<file path="src/hw/rtl/i2cbm_pkg.sv">
// i2cbm_pkg: shared types and constants for the I2C bus monitor.
// Used by i2cbm_glitch_filter and i2c_bus_monitor_core; no dependencies.
package i2cbm_pkg;

    // Event codes reported on the result channel
    typedef enum logic [1:0] {
        EV_START   = 2'd0,
        EV_RESTART = 2'd1,
        EV_BYTE    = 2'd2,
        EV_STOP    = 2'd3
    } t_event_kind;

    // Configuration register indexes
    typedef enum logic {
        CFG_ENABLE       = 1'b0,
        CFG_GLITCH_TICKS = 1'b1
    } t_cfg_index;

    localparam int unsigned CountW   = 8;
    localparam int unsigned BitIdxW  = 4;
    localparam logic [BitIdxW-1:0] BitsPerByte = 4'd8;

endpackage

</file>
<file path="src/hw/rtl/i2c_bus_monitor_core.sv">
// i2c_bus_monitor_core: top level of the passive I2C bus monitor.
// Each result is registered in the output register, or in the skid entry while an earlier result is held.
// Throughput: one line sample per cycle while the skid entry is empty; a two-entry output stage
// (register plus skid) keeps the input open while one result waits.
// Reset (synchronous, active low): lines idle high, no transfer, config cleared (disabled).
// Depends on i2cbm_pkg and i2cbm_glitch_filter.
module i2c_bus_monitor_core (
    input  logic        i_clk,
    input  logic        i_rst_n,
    // line sample channel
    input  logic        i_in_valid,
    output logic        o_in_stall,
    input  logic        i_scl_level,
    input  logic        i_sda_level,
    // event channel
    output logic        o_out_valid,
    input  logic        i_out_stall,
    output logic [1:0]  o_event_kind,
    output logic [7:0]  o_data_byte,
    output logic        o_is_address,
    output logic        o_acked,
    // configuration write port
    input  logic        i_cfg_we,
    input  logic        i_cfg_index,
    input  logic [7:0]  i_cfg_data
);

    localparam int unsigned BW = i2cbm_pkg::BitIdxW;

    typedef struct packed {
        logic [1:0] kind;
        logic [7:0] data_byte;
        logic       is_address;
        logic       acked;
    } t_result;

    // configuration
    logic                         r_enable;
    logic [i2cbm_pkg::CountW-1:0] r_glitch_ticks;

    // decoder state
    logic          r_in_transfer, n_in_transfer;
    logic          r_expect_addr, n_expect_addr;
    logic [BW-1:0] r_bit_index,   n_bit_index;
    logic [7:0]    r_shift_byte,  n_shift_byte;

    // output stage
    logic    r_out_valid, r_skid_valid;
    t_result r_out, r_skid, n_res;
    logic    n_res_valid;

    logic accept, step, clear, out_take;
    logic old_scl, new_scl, old_sda, new_sda;

    assign accept   = i_in_valid && !o_in_stall;
    assign step     = accept && r_enable;
    assign clear    = accept && !r_enable;
    assign out_take = r_out_valid && !i_out_stall;

    // Configuration writes
    always_ff @(posedge i_clk) begin
        if (!i_rst_n) begin
            r_enable       <= 1'b0;
            r_glitch_ticks <= '0;
        end else if (i_cfg_we) begin
            case (i2cbm_pkg::t_cfg_index'(i_cfg_index))
                i2cbm_pkg::CFG_ENABLE:       r_enable       <= i_cfg_data[0];
                i2cbm_pkg::CFG_GLITCH_TICKS: r_glitch_ticks <= i_cfg_data;
                default: ;
            endcase
        end
    end

    // Line filters
    i2cbm_glitch_filter u_scl_filter (
        .i_clk          (i_clk),
        .i_rst_n        (i_rst_n),
        .i_step         (step),
        .i_clear        (clear),
        .i_raw          (i_scl_level),
        .i_glitch_ticks (r_glitch_ticks),
        .o_level        (old_scl),
        .o_level_next   (new_scl)
    );

    i2cbm_glitch_filter u_sda_filter (
        .i_clk          (i_clk),
        .i_rst_n        (i_rst_n),
        .i_step         (step),
        .i_clear        (clear),
        .i_raw          (i_sda_level),
        .i_glitch_ticks (r_glitch_ticks),
        .o_level        (old_sda),
        .o_level_next   (new_sda)
    );

    // Protocol decode: SDA edge first against old SCL, then SCL rising edge
    always_comb begin
        n_in_transfer = r_in_transfer;
        n_expect_addr = r_expect_addr;
        n_bit_index   = r_bit_index;
        n_shift_byte  = r_shift_byte;
        n_res_valid   = 1'b0;
        n_res         = '0;
        if (old_scl && (new_sda != old_sda) && !new_sda) begin
            n_res_valid   = 1'b1;
            n_res.kind    = r_in_transfer ? i2cbm_pkg::EV_RESTART : i2cbm_pkg::EV_START;
            n_in_transfer = 1'b1;
            n_expect_addr = 1'b1;
            n_bit_index   = '0;
            n_shift_byte  = '0;
        end else if (old_scl && (new_sda != old_sda) && r_in_transfer) begin
            n_res_valid   = 1'b1;
            n_res.kind    = i2cbm_pkg::EV_STOP;
            n_in_transfer = 1'b0;
            n_bit_index   = '0;
            n_shift_byte  = '0;
        end else if (!old_scl && new_scl && r_in_transfer) begin
            if (r_bit_index < i2cbm_pkg::BitsPerByte) begin
                n_shift_byte = {r_shift_byte[6:0], new_sda};
                n_bit_index  = r_bit_index + BW'(1);
            end else begin
                // ninth clock: ack bit
                n_res_valid      = 1'b1;
                n_res.kind       = i2cbm_pkg::EV_BYTE;
                n_res.data_byte  = r_shift_byte;
                n_res.is_address = r_expect_addr;
                n_res.acked      = !new_sda;
                n_expect_addr    = 1'b0;
                n_bit_index      = '0;
                n_shift_byte     = '0;
            end
        end
    end

    // Decoder state; a disabled step returns everything to idle
    always_ff @(posedge i_clk) begin
        if (!i_rst_n || clear) begin
            r_in_transfer <= 1'b0;
            r_expect_addr <= 1'b1;
            r_bit_index   <= '0;
            r_shift_byte  <= '0;
        end else if (step) begin
            r_in_transfer <= n_in_transfer;
            r_expect_addr <= n_expect_addr;
            r_bit_index   <= n_bit_index;
            r_shift_byte  <= n_shift_byte;
        end
    end

    // Output register with skid entry
    always_ff @(posedge i_clk) begin
        if (!i_rst_n) begin
            r_out_valid  <= 1'b0;
            r_skid_valid <= 1'b0;
        end else if (out_take || !r_out_valid) begin
            if (r_skid_valid) begin
                r_out_valid  <= 1'b1;
                r_skid_valid <= step && n_res_valid;
            end else begin
                r_out_valid  <= step && n_res_valid;
            end
        end else if (step && n_res_valid) begin
            r_skid_valid <= 1'b1;
        end
    end

    always_ff @(posedge i_clk) begin
        if (out_take || !r_out_valid) begin
            if (r_skid_valid) begin
                r_out <= r_skid;
                r_skid <= n_res;
            end else begin
                r_out <= n_res;
            end
        end else if (step && n_res_valid) begin
            r_skid <= n_res;
        end
    end

    assign o_in_stall   = r_skid_valid;
    assign o_out_valid  = r_out_valid;
    assign o_event_kind = r_out.kind;
    assign o_data_byte  = r_out.data_byte;
    assign o_is_address = r_out.is_address;
    assign o_acked      = r_out.acked;

`ifndef SYNTHESIS
    // skid entry only fills behind a held result
    a_skid_behind_out: assert property (@(posedge i_clk) disable iff (!i_rst_n)
        r_skid_valid |-> r_out_valid)
        else $error("skid entry valid without output entry");

    // bit counter never passes the ack position
    a_bit_index_range: assert property (@(posedge i_clk) disable iff (!i_rst_n)
        r_bit_index <= i2cbm_pkg::BitsPerByte)
        else $error("bit index out of range");

    // no bits counted outside a transfer
    a_idle_no_bits: assert property (@(posedge i_clk) disable iff (!i_rst_n)
        !r_in_transfer |-> (r_bit_index == '0))
        else $error("bit index nonzero while idle");

    // a disabled step aborts any transfer
    a_disable_aborts: assert property (@(posedge i_clk) disable iff (!i_rst_n)
        clear |=> !r_in_transfer)
        else $error("transfer survived disabled step");

    // a stalled result is not dropped
    a_out_held: assert property (@(posedge i_clk) disable iff (!i_rst_n)
        (r_out_valid && i_out_stall) |=> r_out_valid)
        else $error("stalled result dropped");
`endif

endmodule

</file>
<file path="src/hw/rtl/i2cbm_glitch_filter.sv">
// i2cbm_glitch_filter: per-line debounce for one sampled I2C line.
// Holds the filtered level and stability count; uses i2cbm_pkg.
module i2cbm_glitch_filter (
    input  logic                             i_clk,
    input  logic                             i_rst_n,
    input  logic                             i_step,
    input  logic                             i_clear,
    input  logic                             i_raw,
    input  logic [i2cbm_pkg::CountW-1:0]     i_glitch_ticks,
    output logic                             o_level,
    output logic                             o_level_next
);

    localparam int unsigned CW = i2cbm_pkg::CountW;

    logic                          r_level;
    logic                          n_level;
    logic [i2cbm_pkg::CountW-1:0]  r_count;
    logic [i2cbm_pkg::CountW-1:0]  n_count;

    // Accept a new level once it has persisted past the threshold
    always_comb begin
        n_level = r_level;
        n_count = r_count;
        if (i_raw == r_level) begin
            n_count = '0;
        end else if (r_count >= i_glitch_ticks) begin
            n_level = i_raw;
            n_count = '0;
        end else begin
            n_count = r_count + CW'(1);
        end
    end

    // Idle level is high; clearing returns to that
    always_ff @(posedge i_clk) begin
        if (!i_rst_n || i_clear) begin
            r_level <= 1'b1;
            r_count <= '0;
        end else if (i_step) begin
            r_level <= n_level;
            r_count <= n_count;
        end
    end

    assign o_level      = r_level;
    assign o_level_next = n_level;

endmodule
</file>
<file path="config.mk">
export PLATFORM = sky130hd
export DESIGN_NAME = i2c_bus_monitor_core
export DESIGN_NICKNAME = d
export VERILOG_FILES = /design/src/hw/rtl/i2cbm_pkg.sv /design/src/hw/rtl/i2c_bus_monitor_core.sv /design/src/hw/rtl/i2cbm_glitch_filter.sv
export SDC_FILE = /design/constraint.sdc
export NUM_CORES = 1
export LEC_CHECK = 0
export ABC_CLOCK_PERIOD_IN_PS = 3400
export BUFFER_PORTS_ARGS = -buffer_cell sky130_fd_sc_hd__buf_4
export CAP_MARGIN = 20
export CORE_ASPECT_RATIO = 0.75
export CORE_MARGIN = 1
export CORE_UTILIZATION = 60
export CTS_CLUSTER_SIZE = 12
export DETAILED_ROUTE_END_ITERATION = 7
export PLACE_DENSITY = 0.88
export SETUP_SLACK_MARGIN = 0.02
export SYNTH_ARGS = -nofsm -noshare
export SYNTH_HDL_FRONTEND = slang
export SYNTH_SLANG_ARGS = --single-unit
</file>
<file path="constraint.sdc">
create_clock -name i_clk -period 3.4 [get_ports i_clk]
set_input_delay 0.68 -clock i_clk [delete_from_list [all_inputs] [get_ports i_clk]]
set_output_delay 0.68 -clock i_clk [all_outputs]
set_load 0.03 [all_outputs]
</file>
== Word-level counts from Yosys, hierarchy flattened ==
Cells that the tools add are included.
Storage, ports and cells
  logic and storage cells: 103
  register bits: 67
  input port bits: 16
  output and inout bits: 14
Cells by class
  eq/ne operators: 6
  $add $sub $neg: 3
  order comparisons: 3
  multiplexer cells: 41
  reduce and logical (&&, ||, !) cells: 29
  bitwise logic cells: 1
Operator list (number)
  12-bit two-way mux: 6
  8-bit two-way mux: 8
  10-bit two-way mux: 2
  1-bit two-way mux: 19
  8-bit by 1-bit adder with 8-bit output, second input constant: 2
  8-bit greater-or-equal comparator: 2
  4-bit two-way mux: 4
  1-bit logical AND: 10
  2-bit AND reduction: 5
  1-bit zero test: 7
  2-bit inequality test, second input constant: 3
  2-bit nonzero test: 3
  4-bit by 1-bit adder with 4-bit output, second input constant: 1
  4-bit less-than comparator, second input constant: 1
  2-bit two-way mux: 2
  4-bit AND reduction: 1
  3-bit nonzero test: 1
  1-bit == test: 2
  1-bit logical OR: 2
  1-bit inequality test: 1
  1-bit NOT: 1

== Logic depth before layout (Yosys ltp) ==
Gate-level depths: netlist (run 1).
  word-level depth: 11
  depth in mapped cells: 9
  depth with buffers taken out: 8

== Hierarchy ==
A second synthesis (run 1) with hierarchy kept.
Second synthesis, totals
  cell total of the unflattened synthesis: 347
  area total of the unflattened synthesis: 3472.1 µm²
Modules (own cells, without submodules)
  i2c_bus_monitor_core: cells each 177, area each 2060.7 µm², seq. area each 1221.2 µm², instances 1
  i2cbm_glitch_filter: cells each 85, area each 705.7 µm², seq. area each 180.2 µm², instances 2

== Least setup slack after synthesis (run 1) ==
Ideal clock, no wire load.
  kind: flip-flop to flip-flop
  start point: reg u_scl_filter.r_count[0] (netlist bit)
  end point: reg r_out (netlist bit o_data_byte[4]), data pin
  path slack: 1.078 ns
  period minus slack after synthesis: 2.322 ns
  path buffers: 1
  stages on the path, launching flop included: 10
  required time: 3.140 ns
  data arrival time: 2.062 ns
  library setup time: 0.260 ns
  cell sequence: dfxtp_1 > inv_1 > ha_1 > nand2b_1 > a2111oi_2 > o31ai_2 > and3_1 > buf_6 > and2_4 > mux2_2
RTL lines
  start: declaration: line i2cbm_glitch_filter.sv:18  | logic [i2cbm_pkg::CountW-1:0] r_count;
  start signal: assignment: line i2cbm_glitch_filter.sv:42  | r_count <= n_count;
  end signal: assignment: line i2c_bus_monitor_core.sv:171  | r_out <= r_skid;
  end signal: assignment: line i2c_bus_monitor_core.sv:174  | r_out <= n_res;
  end: declaration: line i2c_bus_monitor_core.sv:49  | t_result r_out, r_skid, n_res;

==> results of run 1 <==
-- kinds of logic (layout without fill, tap and decap cells) --
group	Yosys count	count (layout)
AOI/OAI and AO/OA	49	49
xor gates and xnor gates	14	14
adders and majority gates	19	19
buffers and inverters	24	62
DFF	67	67
muxes	23	23
and+or+nand+nor	123	123
-- area by class of cell --
class / count / area (um^2)
clock buffer: 9 / 123.9
fill: 349 / 1320
tap: 72 / 90.09
sequential: 67 / 1582
timing repair buffer: 32 / 240.2
multi-input combinational: 228 / 1607
inverter: 14 / 52.55
clock inverter: 7 / 77.57
-- final timing paths --
path | start | endpoint | slack [ns]
worst max register to register | u_scl_filter.r_count[0]$_SDFFE_PP0P_ | o_data_byte[7]$_DFFE_PP_ | 0.79
worst min-delay path | r_glitch_ticks[1]$_SDFFE_PN0P_ | r_glitch_ticks[1]$_SDFFE_PN0P_ | 0.47
worst min register to register | r_glitch_ticks[1]$_SDFFE_PN0P_ | r_glitch_ticks[1]$_SDFFE_PN0P_ | 0.47
worst max-delay path | u_scl_filter.r_count[0]$_SDFFE_PP0P_ | o_data_byte[7]$_DFFE_PP_ | 0.79
-- power breakdown --
group | leakage [uW] | switching, uW | internal (uW)
clock network | 0.0000998 | 322 | 343
registers | 0.000578 | 4.66 | 830
logic | 0.000840 | 66.5 | 46.6
-- synthesized netlist by cell type (all sizes together) --
cell type and number:
a311oi 1, nor2b 5, o2bb2ai 1, nand2b 6, a211oi 1, xor2 10
o211a 1, edfxtp 24, or3b 1, and2 9, nor3b 1, dfxtp 43
a31o 3, xnor2 4, o22ai 1, clkbuf 6, a21o 1, a2111oi 3
mux2 12, nand3 14, nor4 2, nor3 1, nand3b 1, o21a 6
nor2 21, and3 5, nand4 7, a21boi 9, o31a 1, nand2 49
ha 19, inv 14, o31ai 3, mux2i 11, buf 4, a21oi 11
o21ai 7, or4 1
-- critical path: stages (launching register included) --
cell and delay (ns):
dfxtp_1 0.42, inv_1 0.07, ha_1 0.26, nand2b_1 0.16, a2111oi_2 0.41, o31ai_2 0.18, and3_1 0.34, and2_1 0.23
mux2_2 0.29
-- state kept, by name (all words and copies together) (netlist names) --
name / flops
o_acked: 1
r_bit_index: 4
u_sda_filter.o_level: 1
o_event_kind: 2
r_skid: 12
u_scl_filter.o_level: 1
u_sda_filter.r_count: 8
r_enable: 1
u_scl_filter.r_count: 8
r_expect_addr: 1
o_out_valid: 1
r_shift_byte: 8
r_glitch_ticks: 8
o_data_byte: 8
o_in_stall: 1
r_in_transfer: 1
o_is_address: 1
-- per-layer routing --
metal,share of wire,vias to the layer above,GRT usage
met1,0.49,1160,0.3856
met2,0.43,85,0.3828
met5,0,-,0
li1,-,1191,-
met3,0.063,15,0.08614
met4,0.019,0,0.09836
-- metrics by stage --
step	setup slack, ns	util
floorplan	1.078	-
global placement	0.9174	0.7012
detailed placement	0.8350	0.7012
CTS	0.8194	0.7408
global route	0.6104	0.7408
finish	0.7950	0.7408
==> results.cfg, run 1 <==
[setup_path]
r2r_cells = 8
worst_setup_path_start_kind = register
cp.arrival_ns = 2.71
crit_required_ns = 3.50
path_max_fanout = 11
critPathKind = register to register
worst_setup_path_end_kind = register

[clocking]
cts_tree = built
clockBufferDepth = 2
post_cts_resize_count = 0
clkTransAtPathRegs_ns = 0.08
cts_setup_buffers = 0
cts-buffers-inserted = 9
h-tree-depth = 3
ctsHoldBuffers = 0
clockRootBuffer = clkbuf_8
clk_latency_ns = 0.35
cts_sinks = 67

[yosys]
muxShareOfSynthArea = 0.07450
syn_area_um2 = 3292
synth-xor-area-share = 0.03725
netlist_instances = 319
synthTopCellsByArea = dfxtp_1, edfxtp_1, ha_1
avgSynthCellArea_um2 = 10.32
synthSimpleGateAreaFrac = 0.1874
ys_seq_area_frac = 0.4804
synth-compound-area-share = 0.1167
netlist.area_leader.share = 0.2615
yosysWarningCount = 0
synthAdderAreaFrac = 0.07222
yosys.area.top_type = dfxtp_1
yosysUniqueCellTypes = 50
synth_top_family_by_area = simple AND/OR/NAND/NOR gates
synth_fp_nets = 354
synth-seq-cells = 67

[layout]
mostFrequentLayoutCell = nand2_1
area_delta_synth_final_pct = 14.60
fin_nets = 387
mostFrequentLayoutCells = nand2_1, dfxtp_1, buf_4
stdcell_area_um2 = 3772
final_cells = 429
final_layout_size_suffix_gt1_frac = 0.2157
antenna_cells = 0

[floorplan]
die_x_um = 87.53
die_area_um2 = 5790
die_h_um = 66.15
io_pins = 30
initial_core_util = 0.6464
rows = 22
core_um2 = 5092

[timing]
layout_min_cycle_time_ns = 2.605
hold_violations = 0
whs_ns = 0.4651
maxSlewViolCount = 0
fin_crit_sh = 0.7662
rsz0062_at_grt = no
skew_ns = 0.009253
worstMarginPinSlew_ns = 0.7985
max_slew_margin = 0.4641
fin_setup_tns_ns = 0
fmax_mhz = 383.9
setup_viol = 0

[grt]
grt_pass1_wl_mm = 11.31
track_usage = 0.2706
antenna_found_initial = 0
overflow = 0
grt_max_degree = 20
first_global_vias = 2316

[drt]
drcViolationCount = 0
viasPerCell = 5.713
wire_per_inst_um = 15.83
initialDrtViolationCount = 233
routed_wirelength_mm = 6.792
dr.pass1.iters = 4
vias = 2451
drtAntennaViolNets = 0

[run_status]
run_status = finished, final reports clean

[hold_path]
worstHoldPathCells = 2
hold_class = register to register

[placement]
placed_area_um2 = 3571
dpl.cell_count = 413
dp.final_hpwl_mm = 4.935
portBuffers = 29
gp_congestion = 0.8478

[power_and_ir_drop]
p_leak_uw = 0.001518
peakVddDrop_mv = 0.2646
powerDensity_nw_per_um2 = 427.4
power.total_uw = 1612

[job]
cap_violations = 0
(Power assumes the default switching activity.)
==> run 2: changes to the inputs <==
ABC_CLOCK_PERIOD_IN_PS = 2400   (was 3400)
CORE_UTILIZATION = 59   (was 60)
PLACE_DENSITY = 0.87   (was 0.88)
clock period = 2.4 ns   (was 3.4 ns; I/O delays follow)
==> run 2 against run 1 <==
Compared with the run above:
- critical path depth did not move
- first-iteration DRC count shrank 0.43%
- non-clock buffer count increased by 12
- sequential power increased by 41%
- hold slack got worse by 0.076 ns
- wire length grew 5.5%
==> results.cfg, run 2 (synthesis gave the netlist of run 1 again) <==
[hold_path]
hold_path_end = u_sda_filter.o_level$_SDFFE_PP1P_
hold_class = primary input to register
worstHoldPathCells = 2
worstHoldStart = i_rst_n

[placement]
dp_slack_ns = 0.02270
dp.final_hpwl_mm = 4.807
gp_congestion = 0.9032
dpl.cell_count = 428
portBuffers = 29

[layout]
multiInputGateArea_um2 = 1635
mostFrequentLayoutCell = nand2_1
largest_reg_flops = 12
final_cells = 445
largest_register = r_skid
regArea_um2 = 1582
final_layout_size_suffix_gt1_frac = 0.2514
antenna_cells = 0
fillers = 371
area_delta_synth_final_pct = 20.11
fin_nets = 400
mostFrequentLayoutCells = nand2_1, buf_4, dfxtp_1

[clocking]
clkTransAtPathRegs_ns = 0.08
clockBufferDepth = 2
cts_tree = built
clockRootBuffer = clkbuf_8
cts-buffers-inserted = 9
clk_latency_ns = 0.36
h-tree-depth = 3
cts_sinks = 67
cts_setup_buffers = 0

[drt]
vias = 2553
wire_per_inst_um = 16.11
initialDrtViolationCount = 232
viasPerCell = 5.737
dr.pass1.iters = 5
drtAntennaViolNets = 0
routed_wirelength_mm = 7.168
drcViolationCount = 0

[setup_path]
r2r_cells = 8
critPathKind = register to register
cp.arrival_ns = 2.38
path_max_fanout = 11
worst_setup_path_start_kind = register
timing.rr.start = u_scl_filter.r_count[0]$_SDFFE_PP0P_
crit_path_start = u_scl_filter.r_count[0]$_SDFFE_PP0P_
r2r_setup_slack_ns = 0.13
crit_required_ns = 2.52
rr_endpoint = o_data_byte[7]$_DFFE_PP_
worst_setup_path_end_kind = register

[timing]
rsz0062_at_grt = no
fmax_mhz = 440.9
maxSlewViolCount = 0
setup_slack_ns = 0.1319
max_slew_margin = 0.4907
worstMarginPinSlew_ns = 0.7588
hold_violations = 0
setup_viol = 0
skew_ns = 0.009638
fin_crit_sh = 0.9450
layout_min_cycle_time_ns = 2.268
fin_setup_tns_ns = 0

[floorplan]
initial_core_util = 0.6150
die_h_um = 66.69
io_pins = 30
rows = 23
die_x_um = 88.25
core_um2 = 5353
die_area_um2 = 5885

[grt]
first_global_vias = 2364
antenna_found_initial = 0
grt_max_degree = 18
track_usage = 0.2648
overflow = 0
grt_pass1_wl_mm = 11.38

[run_status]
run_status = finished, final reports clean

[job]
cap_violations = 0

[power_and_ir_drop]
p_leak_uw = 0.001611
peakVddDrop_mv = 0.5094
powerDensity_nw_per_um2 = 640.7
==> run 2: changes by cell type in the layout (fill, tap and decap cells not counted) <==
cell       before  now
and3_1          5    4
a21oi_1        11   10
mux2_4          0    1
inv_6           1    2
bufinv_16       1    3
nor3b_1         1    0
buf_12          0    1
clkinv_2        1    0
buf_4          32   43
clkinv_4        3    1
nor3b_2         0    1
and3_4          0    1
a21oi_2         0    1
==> run 2: cell type report <==
type                       instances  share of cell area
sequential                        67              0.4000
timing repair buffer              44             0.08671
clock buffer                       9             0.03133
multi-input combinational        229              0.4136
tap                               75             0.02373
clock inverter                     7             0.03133
inverter                          14             0.01329
==> run 2: worst max-delay path, stage by stage, from the launching register on <==
cell and delay [ns]:
dfxtp_1 0.33, inv_1 0.06, ha_1 0.27, nand2b_1 0.15, a2111oi_2 0.39, o31ai_2 0.14, and3_4 0.24, and2_1 0.19
mux2_2 0.26
==> run 2: repair_timing <==
item,in CTS,in global routing
endpoints found under the setup margin,6,24
pin swaps,0,1
hold buffers,0,0
cloned,0,1
resized for setup,1,4
==> run 2: where the power goes <==
part	total, uW	switching, uW	leakage [uW]	internal, uW
registers	1180	6.02	0.000578	1180
logic	185	101	0.000912	83.7
clock network	1170	468	0.000120	698
==> run 2: how the worst max path moves through the flow <==
stage          slack [ns]  depth (start not counted)                  endpoint
3_5_place_dp         0.02                          8  o_data_byte[7]$_DFFE_PP_
6_report             0.13                          8  o_data_byte[7]$_DFFE_PP_
2_1_floorplan        0.08                          9  o_data_byte[4]$_DFFE_PP_
3_3_place_gp         0.06                          8  o_data_byte[7]$_DFFE_PP_
5_1_grt              0.01                          7       r_skid[8]$_DFFE_PP_
4_1_cts              0.05                          8  o_data_byte[7]$_DFFE_PP_
==> run 2: per-stage QoR <==
step | hold WS, ns | cell area, um^2 | utilization | power (uW)
after floorplan | 0.4334 | 3292 | - | 1312
after detailed placement | 0.4604 | 3677 | 0.6870 | 1384
after global placement | 0.4467 | 3677 | 0.6870 | 1379
after global routing | 0.3914 | 3954 | 0.7387 | 2606
final | 0.3893 | 3954 | 0.7387 | 2533
after CTS | 0.3796 | 3926 | 0.7335 | 2537
==> run 2: routing by layer <==
layer  GRT usage  up-vias  wire (um)
li1            -     1219          -
met1      0.3634     1210       3292
met2      0.3817      108       3152
met3     0.09789       16        602
met4     0.09274        0        121
met5           0        -          0
==> run 3: changes to the inputs <==
CORE_UTILIZATION = 54   (was 59)
PLACE_DENSITY = 0.81   (was 0.87)
==> run 3 against run 2 <==
Compared with the run above:
- final cell count grew 0.90%
- combinational power hardly changed
- non-clock buffer count up 1
- critical endpoint is now o_acked$_DFFE_PP_
- largest power group unchanged
==> results.cfg, run 3 (synthesis gave the netlist of run 1 again) <==
[setup_path]
crit_required_ns = 2.50
critPathKind = register to register
worst_setup_path_start_kind = register
path_cells = inv_1 -> ha_1 -> nand2b_4 -> a2111oi_4 -> o31ai_4 -> nor2b_4 -> o21a_1 -> mux2_2
worst_setup_path_end_kind = register
cp.arrival_ns = 2.38
path_max_fanout = 4
cp_slowest_stage_delay_ns = 0.40
critPathSlowestCell = a2111oi_4

[drt]
initialDrtViolationCount = 175
vias = 2457
drcViolationCount = 0
wire_per_inst_um = 14.85
viasPerCell = 5.472
routed_wirelength_mm = 6.666
dr.pass1.iters = 4
drtAntennaViolNets = 0

[clocking]
h-tree-depth = 3
clk_latency_ns = 0.35
cts-buffers-inserted = 9
cts_sinks = 67
clockRootBuffer = clkbuf_8
ctsHoldBuffers = 0
clockBufferDepth = 2
clkTransAtPathRegs_ns = 0.08
cts_tree = built

[floorplan]
die_h_um = 69.62
io_pins = 30
die_area_um2 = 6415
core_um2 = 5856
die_x_um = 92.16
rows = 24
initial_core_util = 0.5622

[grt]
first_global_vias = 2303
track_usage = 0.2279
antenna_found_initial = 0
grt_max_degree = 18
grt_pass1_wl_mm = 11.11
overflow = 0

[timing]
worstMarginPinSlew_ns = 0.7254
whs_ns = 0.3860
skew_ns = 0.006510
fin_setup_tns_ns = 0
fin_crit_sh = 0.9478
setup_viol = 0
fmax_mhz = 439.6
max_slew_margin = 0.5131
maxSlewViolCount = 0
hold_violations = 0
layout_min_cycle_time_ns = 2.275
rsz0062_at_grt = no

[placement]
dp.final_hpwl_mm = 4.856
placed_area_um2 = 3689
portBuffers = 29
gp_congestion = 0.8278

[job]
cap_violations = 0

[layout]
antenna_cells = 0
fillers = 435
largest_reg_flops = 12
stdcell_area_um2 = 3941
mostFrequentLayoutCells = nand2_1, buf_4, dfxtp_1
final_layout_size_suffix_gt1_frac = 0.2534
fin_util = 0.6731
area_delta_synth_final_pct = 19.73
largest_register = r_skid
fin_nets = 401
mostFrequentLayoutCell = nand2_1

[run_status]
run_status = finished, final reports clean

[power_and_ir_drop]
powerDensity_nw_per_um2 = 612.3
peakVddDrop_mv = 0.3788
p_leak_uw = 0.001598

[hold_path]
hold_class = primary input to register
==> run 3: final cells by class <==
class | instances | area, um^2 | area share
Inverter | 14 | 52.55 | 0.01333
Sequential cell | 67 | 1582 | 0.4013
Clock inverter | 7 | 100.1 | 0.02540
Clock buffer | 9 | 123.9 | 0.03143
Multi-Input combinational cell | 229 | 1635 | 0.4149
Timing Repair Buffer | 45 | 350.3 | 0.08889
Tap cell | 78 | 97.59 | 0.02476
==> run 3: per-layer routing <==
| layer | up-vias | wire length, um | track usage |
|---|---|---|---|
| met5 | - | 0 | 0 |
| met4 | 0 | 73 | 0.07639 |
| met3 | 5 | 395 | 0.07566 |
| met2 | 66 | 2914 | 0.3209 |
| met1 | 1165 | 3282 | 0.3281 |
| li1 | 1221 | - | - |
==> run 3: critical path, delay by kind of cell, from the launching register on <==
family | cells | cell delay [ns]
AO/OA/AOI/OAI | 3 | 0.70
adder cells (fa/ha/maj) | 1 | 0.27
buffers and inverters | 1 | 0.09
flip-flops | 1 | 0.38
multiplexers | 1 | 0.29
AND/OR/NAND/NOR | 2 | 0.30
==> run 3: final timing paths <==
check | startpoint | slack (ns) | endpoint | depth (start not counted)
max | u_sda_filter.r_count[0]$_SDFFE_PP0P_ | 0.13 | o_acked$_DFFE_PP_ | 8
min reg2reg | r_glitch_ticks[6]$_SDFFE_PN0P_ | 0.47 | r_glitch_ticks[6]$_SDFFE_PN0P_ | 2
max reg2reg | u_sda_filter.r_count[0]$_SDFFE_PP0P_ | 0.13 | o_acked$_DFFE_PP_ | 8
min | i_rst_n | 0.39 | u_sda_filter.o_level$_SDFFE_PP1P_ | 2
==> run 3: where the power goes <==
group / internal [uW] / total (uW) / switching [uW]
clock network: 591 / 1050 / 458
logic: 83.3 / 182 / 98.5
registers: 1180 / 1180 / 6.03
total: 1850 / 2410 / 563
==> run 3: stage by stage <==
stage / total power, uW / worst slack (ns) / instances
CTS: 2424 / 0.06113 / 448
detailed placement: 1385 / 0.03122 / 432
global placement: 1380 / 0.07630 / 432
global route: 2496 / 0.02867 / 449
finish: 2413 / 0.1253 / 449
floorplan: 1312 / 0.07780 / 319
==> run 3: what timing repair did <==
action                                  in CTS  in global routing
endpoints found under the setup margin       2                 22
cloned                                       0                  1
resized for setup                            1                  4
setup buffers                                0                  0
endpoints found under the hold margin        0                  0
